$ cat src/rtl/cnf_literal_simplifier_assert.svh
// Assertion macros for the CNF literal simplifier.
// Include this header in any module that carries concurrent checks.
`ifndef CNF_LITERAL_SIMPLIFIER_ASSERT_SVH
`define CNF_LITERAL_SIMPLIFIER_ASSERT_SVH
`ifndef ASSERT_OFF
`define CNF_ASSERT(lbl, prp) \
   lbl: assert property (@(posedge clock) disable iff (reset) prp) \
      else $error("assertion failed");
`define CNF_ASSERT_NEVER(lbl, expr) \
   lbl: assert property (@(posedge clock) disable iff (reset) !(expr)) \
      else $error("forbidden condition seen");
`else
`define CNF_ASSERT(lbl, prp)
`define CNF_ASSERT_NEVER(lbl, expr)
`endif
`endif

$ cat src/rtl/cnf_ls_ram.sv
// Generic simple dual-port RAM: one write port, one registered read port.
// No dependencies.
module cnf_ls_ram #(
   parameter int WIDTH = 8,
   parameter int DEPTH = 16
) (
   input  logic                     clock,
   input  logic                     wr_en,
   input  logic [$clog2(DEPTH)-1:0] wr_addr,
   input  logic [WIDTH-1:0]         wr_data,
   input  logic [$clog2(DEPTH)-1:0] rd_addr,
   output logic [WIDTH-1:0]         rd_data
);
   logic [WIDTH-1:0] mem [DEPTH];

   always_ff @(posedge clock) begin
      if (wr_en) begin
         mem[wr_addr] <= wr_data;
      end
      rd_data <= mem[rd_addr];
   end
endmodule

$ cat config.mk
export PLATFORM = sky130hd
export DESIGN_NAME = cnf_ls_ram
export DESIGN_NICKNAME = d
export VERILOG_FILES = /design/src/rtl/cnf_literal_simplifier_assert.svh /design/src/rtl/cnf_ls_ram.sv
export SDC_FILE = /design/constraint.sdc
export NUM_CORES = 1
export LEC_CHECK = 0
export BUFFER_PORTS_ARGS = -buffer_cell sky130_fd_sc_hd__buf_2
export CORE_ASPECT_RATIO = 1.4
export CORE_MARGIN = 1.5
export CORE_UTILIZATION = 30
export CTS_CLUSTER_DIAMETER = 60
export CTS_CLUSTER_SIZE = 28
export DETAILED_ROUTE_END_ITERATION = 10
export REMOVE_ABC_BUFFERS = 1
export SLEW_MARGIN = 15
export SYNTH_ARGS = -nofsm -noshare
export SYNTH_HDL_FRONTEND = slang
export SYNTH_SLANG_ARGS = --single-unit
$ cat constraint.sdc
create_clock -name clock -period 5.1 [get_ports clock]
set_input_delay 0.765 -clock clock [delete_from_list [all_inputs] [get_ports clock]]
set_output_delay 0.765 -clock clock [all_outputs]
set_load 0.1 [all_outputs]
Word-level counts from Yosys, hierarchy flattened

Memory sizes are Yosys's and may differ from the RTL's. A register that Yosys moved wholly into a read port is not among the register bits.
Cells that the tools add are included.

Bits in registers: 0
RAM bits: 128
Input port bits: 18
Logic and storage cells: 3
Memories kept: 1
Memory bits (read-only): 0
Latch bits: 0
Output and inout bits: 8

$mul: 0
Reductions and logical operators: 0
Add/subtract/negate cells: 0
$lt $le $gt $ge: 0
Multiplexer cells: 2
Divide/modulo/power cells: 0
Bitwise operators: 0
Equal/unequal tests: 0
Shift-type cells: 0

Memory list:

| memory | words | width | read ports | clocked after Yosys merged registers in | write ports | line             | text |
|---|---|---|---|---|---|---|---|
| mem    | 16    | 8     | 1          | 1                                       | 1           | cnf_ls_ram.sv:14 | `logic [WIDTH-1:0] mem [DEPTH];` |

Operators by type and width:

| operator          | count |
|---|---|
| two-way mux 1 bit | 2 |

Longest topological paths before layout

Gate-level depths: netlist (run 1).

Depth in word-level cells: 2
Depth in mapped cells: 5
Gate-level depth less buffers: 3

Worst setup path after synthesis (run 1)

No wires, ideal clock.

Kind: input port to flip-flop
From: in wr_addr[2]
To: mem mem[0][0] (enable)
Setup time: 0.383 ns
Slack: 2.842 ns
Stages: 2
Arrival time: 1.875 ns
Buffers on the path: 0
Required time: 4.717 ns
Cell sequence: or3b_2 nor3_1

RTL lines:

| item            | line             | text |
|---|---|---|
| start, declared | cnf_ls_ram.sv:9  | `input logic [$clog2(DEPTH)-1:0] wr_addr,` |
| end, declared   | cnf_ls_ram.sv:14 |  |

No word-level cell before the write port.

==> flow_metrics.tcl, run 1 <==
set metrics [dict create \
    worst_slew_pin_slew_ps 1087 \
    nNetsFinal 283 \
    ys_warn_count 0 \
    wire_per_inst_um 21.17 \
    min_from "mem[14][4]" \
    drt_first_pass_iters 4 \
    fin_setup_tns_ps 0 \
    synth.area.top_cells "edfxtp_1, mux4_2, mux4_1" \
    synth_top_area_cell "edfxtp_1" \
    grt_pass1_vias 2468 \
    cts_root_buf "clkbuf_16" \
    hold_buffers 0 \
    period_needed_ps 2418 \
    die_area_sq_um 17960 \
    p_per_area_nw_per_um2 433.7 \
    drv_cap 0 \
    viasPerCell 4.933 \
    drc 0 \
    worstHoldEndpoint "rd_data[4]" \
    postRouteAntennaNets 0 \
    r2r_setup_slack_ps 3670 \
    max_freq_mhz 413.6 \
    fin_skew_ps 7.937 \
    diodes 0 \
    cts_buffer_depth 2 \
    core_sq_um 16750 \
    grt_max_degree 33 \
    synth-xor-area-share_pct 0 \
    criticalPathCategory "in2reg" \
    power_leakage_nw 1.993 \
    cts_tree "built" \
    cp_max_fo 32 \
    r2r-end "rd_data[2]" \
    syn_area_sq_um 5147 \
    slew_headroom_pct 27.51 \
    slew_viol_final 0 \
    synthAdderAreaFrac_pct 0 \
    ir_drop_mv 0.2158 \
    cp_data_arrival_time_ps 2700 \
    postSynthCellCount 229 \
    crit_path_start_kind "input port" \
    clkLatencyLatePin_ps 410 \
    synth_top_family_by_area "multiplexers" \
    routabilityCongestion 0.7082 \
    postCtsResizedCells 0 \
    clk_pin_slew_ps 60 \
    via_count 2373 \
    die_h_um 158.0 \
    rows 56 \
    area.growth.synth_to_final_pct 17.82 \
    cts_inserted_buffers 17 \
    ff2ff_path_depth 3 \
    avgSynthCellArea_sq_um 22.48 \
    final_hold_viol_count 0 \
    end_kind "register" \
    final.period_utilization_pct 47.40 \
    yosysUniqueCellTypes 19 \
    post_cts_buffers 0 \
    yosys.area_share.simple_pct 3.184 \
    synth_seq_area_share_pct 77.78 \
    wirelength_mm 10.18 \
    grtUsageTotal_pct 12.15 \
    cts_sinks 136 \
    initial_core_util_pct 30.74 \
    drt_iter0_drc 155 \
    hold_depth 3 \
    antenna_found_initial 0 \
    outcome "finished clean" \
    chipWidth_um 113.7 \
    grt_pass1_wl_mm 15.04 \
    setup_viol 0 \
    ios 26 \
    hpwl_mm 6.169 \
    port_buffers 25 \
    drive_gt1_share_pct 28.78 \
    yosysTopAreaCellShare_pct 74.67 \
    ys_ff_latch 136 \
    cts_max_level 4 \
    min_path_type "reg2reg" \
    synth.area.mux_share_pct 15.02 \
    synth_compound_area_share_pct 2.333 \
    required_ps 5380 \
    power_mw 2.630 \
    grt_overflow 0 \
    rsz0062_at_grt "false" \
    timing.rr.start "mem[11][2]" \
]
==> synth_stat cells <==
master / count
or3b_2: 1
and2b_1: 1
nand3b_1: 2
nor2b_1: 1
mux4_1: 14
and2_1: 1
mux4_2: 18
edfxtp_1: 128
nor3_1: 4
a22oi_1: 16
nand2b_1: 2
buf_2: 3
buf_4: 1
dfxtp_1: 8
clkdlybuf4s25_2: 3
nand3_1: 1
nand2_1: 9
buf_6: 3
nor2_1: 13
==> power breakdown <==
part | internal (mW) | switching [mW]
Combinational | 0.0448 | 0.118
Sequential | 1.25 | 0.00755
Clock | 0.731 | 0.480
==> metrics by stage <==
stage	std cells	hold slack (ps)	utilization, %	setup slack [ps]	cell area (sq um)
floorplan	219	629.3	-	2842	5061
global placement	448	650.8	32.59	2119	5458
detailed placement	449	663.0	32.67	2205	5470
CTS	481	674.5	36.21	2627	6065
global route	481	700.3	36.21	2602	6065
finish	481	671.1	36.21	2682	6065
==> worst max path at each step <==
stage / depth (start not counted) / slack (ps) / to / start
floorplan: 2 / 2840 / mem[0][0] / wr_addr[2]
global placement: 3 / 2120 / mem[0][7] / wr_addr[2]
detailed placement: 4 / 2200 / rd_data[2] / rd_addr[0]
CTS: 4 / 2630 / rd_data[2] / rd_addr[0]
global route: 4 / 2600 / rd_data[0] / rd_addr[0]
finish: 4 / 2680 / rd_data[2] / rd_addr[0]
==> final cells by class <==
type / instances / area (sq um)
fillers: 1511 / 10680
flip-flops and latches: 136 / 4004
multi-input cells: 83 / 1072
clock buffers: 17 / 425.4
well taps: 203 / 254.0
clock inverters: 15 / 168.9
repair buffers: 27 / 140.1
==> kinds of logic (layout without fill, tap and decap cells) <==
logic type,count (synthesis),after routing
AOI/OAI and AO/OA,16,16
buffers and inverters,10,59
DFF,136,136
muxes,32,32
and+or+nand+nor,35,35
==> placed cells by master, fill, tap and decap left out <==
cell	count
buf_4	2
bufinv_16	2
mux4_1	14
clkinv_4	5
inv_8	1
a22oi_1	16
clkbuf_16	17
and2_1	1
nand3_1	1
nor2_1	13
inv_6	4
mux4_2	18
nand2b_1	2
buf_2	25
and2b_1	1
or3b_2	1
clkinv_1	1
edfxtp_1	128
dfxtp_1	8
nor3_2	3
nand2_1	9
nor2b_1	1
nor3_1	1
clkinvlp_4	2
nand3b_1	2
==> routing by layer <==
metal  global-route usage [%]  routed length, um
met5                        0                  0
met4                    5.000                119
met3                    3.982                541
met2                    20.91               5391
met1                    13.92               4130
==> sequential cells by signal, indices dropped and copies added (netlist names) <==
name / count
rd_data: 8
mem: 128
==> worst max-delay path, cell delays in order <==
cell and delay, ps:
buf_2 790, mux4_1 680, a22oi_1 320, nand2_1 100
Note: power is estimated with default switching activity, not from simulation.
==> inputs of run 2 (changes only) <==
- ABC_AREA: default -> 1
- clock period: 5.1 -> 2 ns (I/O delays scaled with it)
==> run 2 against run 1 <==
Against the previous run:
- first-iteration DRC count up 39%
- synthesized area up 12%
- highest routed layer unchanged
- die area up 12%
- clock-buffer cell count up 5
- hold slack worse by 390 ps
- synthesized cell count up 140%
- critical path type is now reg2out
- clock skew down 2.2 ps
- sequential power rose to 2.5 times the previous value
- worst setup slack worse by 2200 ps
- critical path depth down 3
==> flow_metrics.tcl, run 2 <==
set metrics [dict create \
    clk_pin_slew_ps 60 \
    worst-path-buf-inv 1 \
    antenna_found_initial 0 \
    power_leakage_nw 2.948 \
    internal_power_mw 5.634 \
    fin_ws_ps 461.0 \
    synth.area.top_cells "edfxtp_1, nand2_1, nand3_1" \
    criticalPathCategory "reg2out" \
    worstSetupStartpoint "rd_data[2]" \
    grt_overflow 0 \
    grtUsageTotal_pct 13.91 \
    viasPerCell 4.420 \
    die_h_um 167.0 \
    drt_first_pass_iters 4 \
    largest_register_ff_count 128 \
    period_needed_ps 1539 \
    initial_core_util_pct 30.88 \
    multiInputGateArea_sq_um 1214 \
    end_kind "output port" \
    drv_cap 0 \
    reg.largest.list "mem (128), rd_data (8)" \
    ys_warn_count 0 \
    wire_per_inst_um 15.14 \
    outcome "finished clean" \
    yosysUniqueCellTypes 12 \
    postSynthCellCount 551 \
    syn_area_sq_um 5767 \
    power_frac_seq_pct 45.0 \
    async_reset_ff_share_pct 0 \
    cpPeakStageDelay_ps 460 \
    p_switching_mw 1.497 \
    synth_edf_count 128 \
    synth_seq_area_share_pct 69.43 \
    port_buffers 25 \
    timing.rr.start "mem[7][3]" \
    via_count 3757 \
    ios 26 \
    max_freq_mhz 649.8 \
    dp_cells 818 \
    clkPwrFrac_pct 47.8 \
    avgSynthCellArea_sq_um 10.47 \
    required_ps 1700 \
    ys_top_cells_by_count "nand2_1, edfxtp_1, inv_1" \
    grt_pass1_vias 3679 \
    wirelength_mm 12.87 \
    yosysTopAreaCellShare_pct 66.65 \
    final_hold_viol_count 0 \
    nNetsFinal 611 \
    rsz0062_at_grt "false" \
    area.growth.synth_to_final_pct 19.25 \
    drive_gt1_share_pct 12.05 \
    fin_cells 850 \
    final_common_cell "nand2_1" \
    synth-main-ff-cell "edfxtp_1" \
    rows 59 \
    cp_data_arrival_time_ps 1240 \
    seqCellArea_sq_um 4004 \
    drt_iter0_drc 215 \
    crit_chain "buf_2" \
    chipWidth_um 120.2 \
    combPwrFrac_pct 7.3 \
    hold_buffers 0 \
    layout_common_cells "nand2_1, edfxtp_1, inv_1, nand3_1, buf_2" \
    cp_max_fo 1 \
    min_path_type "in2reg" \
    cts_tree "built" \
    synth_top_area_cell "edfxtp_1" \
    post_cts_buffers 0 \
    p_sw_share_pct 20.99 \
    p_per_area_nw_per_um2 1037 \
    drc 0 \
    cp_top_family "buffers and inverters" \
    ys_ff_latch 136 \
    grt_max_degree 38 \
    synth_most_common_cell "nand2_1" \
    cts_root_buf "clkbuf_16" \
    setup_viol 0 \
    die_area_sq_um 20070 \
    slew_viol_final 0 \
    fin_skew_ps 5.734 \
    min_from "rd_addr[3]" \
    clkLatencyLatePin_ps 400 \
    cp_slowest_cell "buf_2" \
    cts_inserted_buffers 17 \
    crit_path_start_kind "register" \
    postCtsResizedCells 0 \
    slew_headroom_pct 58.48 \
    fin_setup_tns_ps 0 \
    ir_drop_mv 0.5346 \
    core_sq_um 18680 \
    dp_worst_setup_slack_ps 505.5 \
    final.period_utilization_pct 76.95 \
    cts_buffer_depth 2 \
    postRouteAntennaNets 0 \
    cts_sinks 136 \
    worst_slew_pin_slew_ps 620.5 \
    diodes 0 \
    hpwl_mm 8.270 \
    top_register "mem" \
    routabilityCongestion 0.7707 \
    fill_cells 1808 \
    grt_pass1_wl_mm 20.87 \
    r2r_setup_slack_ps 960 \
    postLayoutCoreUtil_pct 36.82 \
    cts_max_level 4 \
]
[run 2: per-layer routing]
metal / wire length (um) / vias up / global-route usage (%)
met2: 6703 / 89 / 23.80
met5: 0 / - / 0
met3: 534 / 17 / 2.979
li1: - / 1853 / -
met1: 5331 / 1798 / 17.01
met4: 302 / 0 / 5.487
[run 2: area by class of cell]
type	instances	area share, %
well taps	244	4.440
inverters	102	5.568
multi-input cells	289	17.65
repair buffers	47	4.767
clock inverters	10	2.893
clock buffers	22	6.459
flip-flops and latches	136	58.22
[run 2: power by group through the flow]
stage               combinational, mW  sequential [mW]  clock [mW]
global route                    0.574             3.21        3.57
finish                          0.520             3.21        3.41
floorplan                       0.172             3.40           0
global placement                0.520             3.27           0
detailed placement              0.525             3.26           0
CTS                             0.527             3.21        3.45
[run 2: cell families after synthesis]
group                  Yosys count  share of synthesized area, %
DFF                            136                         69.43
and+or+nand+nor                289                         21.05
buffers and inverters          126                         9.525
[run 2: worst paths after layout]
path	to	depth (start not counted)
setup / recovery	rd_data[2]	1
hold / removal	rd_data[1]	3
hold reg to reg	rd_data[1]	6
setup reg to reg	rd_data[3]	6
[run 2: per-stage QoR]
stage                     total power, mW  hold slack, ps  instance area (sq um)
after global routing                7.354           286.0                   6877
after CTS                           7.184           260.8                   6877
after detailed placement            3.790           655.3                   6233
after floorplan                     3.568           398.9                   5600
after global placement              3.785           660.5                   6233
final                               7.131           278.5                   6877
==> inputs of run 3 (changes only) <==
- clock period: 2 -> 1.4 ns (I/O delays scaled with it)
==> run 3 against run 2 <==
Against the previous run:
- core utilization is 0.13 points higher
- worst setup slack worse by 400 ps
- clock power is 35% higher
- register-to-register slack worse by 540 ps
- via count is 0.61% higher
- largest power group unchanged
==> flow_metrics.tcl, run 3 (same netlist as run 2, synthesis figures left out) <==
set metrics [dict create \
    outcome "finished clean" \
    chipWidth_um 120.2 \
    worstSetupStartpoint "rd_data[2]" \
    cts_sinks 136 \
    cts_tree "built" \
    largest_register_ff_count 128 \
    cp_top_family "buffers and inverters" \
    viasPerCell 4.416 \
    min_path_type "in2reg" \
    cts_root_buf "clkbuf_16" \
    grt_max_degree 53 \
    grt_pass1_wl_mm 21.19 \
    fin_hold_ws_ps 180.4 \
    criticalPathCategory "reg2out" \
    r2r-end "rd_data[2]" \
    timing.rr.start "mem[3][2]" \
    power_frac_seq_pct 46.1 \
    ff2ff_path_depth 6 \
    cp_slowest_cell "buf_2" \
    required_ps 1190 \
    slew_headroom_pct 67.40 \
    nNetsFinal 617 \
    die_h_um 167.0 \
    wire_per_inst_um 15.45 \
    grt_pass1_vias 3777 \
    fin_setup_tns_ps 0 \
    drive_gt1_share_pct 14.22 \
    setup_viol 0 \
    cpPeakStageDelay_ps 420 \
    die_area_sq_um 20070 \
    power_leakage_nw 2.964 \
    diodes 0 \
    min_from "rd_addr[3]" \
    final_common_cell "nand2_1" \
    initial_core_util_pct 30.88 \
    core_sq_um 18680 \
    clkPwrFrac_pct 46.3 \
    postRouteAntennaNets 0 \
    end_kind "output port" \
    cts_buffer_depth 2 \
    via_count 3780 \
    drt_iter0_drc 284 \
    crit_path_start_kind "register" \
    cp.depth 1 \
    clk_pin_slew_ps 60 \
    final_hold_viol_count 0 \
    internal_power_mw 7.585 \
    p_per_area_nw_per_um2 1441 \
    grt_overflow 0 \
    layout_common_cells "nand2_1, edfxtp_1, inv_1, nand3_1, buf_4" \
    antenna_found_initial 0 \
    fin_skew_ps 7.292 \
    drt_first_pass_iters 8 \
    cts_inserted_buffers 17 \
    final.period_utilization_pct 95.57 \
    cp_data_arrival_time_ps 1130 \
    port_buffers 25 \
    max_freq_mhz 747.4 \
    r2r_setup_slack_ps 420 \
    rows 59 \
    reg.largest.list "mem (128), rd_data (8)" \
    routabilityCongestion 0.7630 \
    top_register "mem" \
    ir_drop_mv 0.9261 \
    worst_slew_pin_slew_ps 492.4 \
    p_switching_mw 2.361 \
    rsz0062_at_grt "false" \
    worst-path-buf-inv 1 \
    hpwl_mm 8.605 \
    crit_chain "buf_2" \
    cp_max_fo 1 \
    drc 0 \
    slew_viol_final 0 \
    p_sw_share_pct 23.74 \
    area.growth.synth_to_final_pct 19.68 \
    grtUsageTotal_pct 14.14 \
    wirelength_mm 13.23 \
    crit_end "rd_data[2]" \
    drv_cap 0 \
    cts_max_level 4 \
    ios 26 \
    combPwrFrac_pct 7.6 \
    clkLatencyLatePin_ps 410 \
    postLayoutCoreUtil_pct 36.95 \
    period_needed_ps 1338 \
]
==> run 3: cell types whose count changed in the layout (fill, tap and decap cells not counted), sizes merged <==
| cell | delta |
|---|---|
| inv | +6 |
| buf | +3 |
| bufinv | -3 |
| clkinvlp | +3 |
| clkbuf | -2 |
| clkinv | -1 |
==> run 3: timing repair <==
action                                  CTS  global route
cloned                                    0             0
gates resized for setup                   4             3
setup buffers                             0             0
endpoints found under the setup margin    4             3
hold endpoints to repair                  0             0
hold buffers                              0             0
==> run 3: worst min-delay path by stage <==
stage / cells after the start / slack, ps / endpoint
finish: 3 / 180 / rd_data[0]
global route: 3 / 190 / rd_data[4]
CTS: 3 / 170 / rd_data[0]
detailed placement: 3 / 600 / rd_data[4]
global placement: 3 / 600 / rd_data[6]
floorplan: 0 / 310 / mem[0][0]
==> run 3: area by class of cell <==
class / count / area [sq um]
clock inverter: 15 / 192.7
multi-input combinational: 289 / 1214
sequential: 136 / 4004
timing repair buffer: 53 / 377.9
tap: 244 / 305.3
clock buffer: 17 / 425.4
inverter: 102 / 382.9
fill: 1817 / 11780
==> run 3: power by group through the flow <==
stage	Combinational (mW)	Sequential, mW	Clock, mW
CTS	0.761	4.58	4.67
global route	0.831	4.59	4.88
finish	0.757	4.58	4.61
global placement	0.744	4.67	0
detailed placement	0.750	4.67	0
floorplan	0.246	4.85	0
==> run 3: per-stage QoR <==
step           total power, mW  area, sq um  instances  worst slack (ps)
5_1_grt                  10.30         6902        856             25.55
2_1_floorplan            5.097         5600        527             209.5
3_3_place_gp             5.412         6266        824             145.8
3_5_place_dp             5.419         6266        824             133.0
6_report                 9.946         6902        856             62.07
4_1_cts                  10.02         6894        856             16.11
==> run 3: routing by layer <==
layer	vias up	wire length (um)	track usage (%)	share of wire, %
li1	1871	-	-	-
met2	82	7139	25.61	54
met5	-	0	0	0
met3	12	462	3.390	3.5
met1	1815	5433	16.29	41
met4	0	194	4.400	1.5
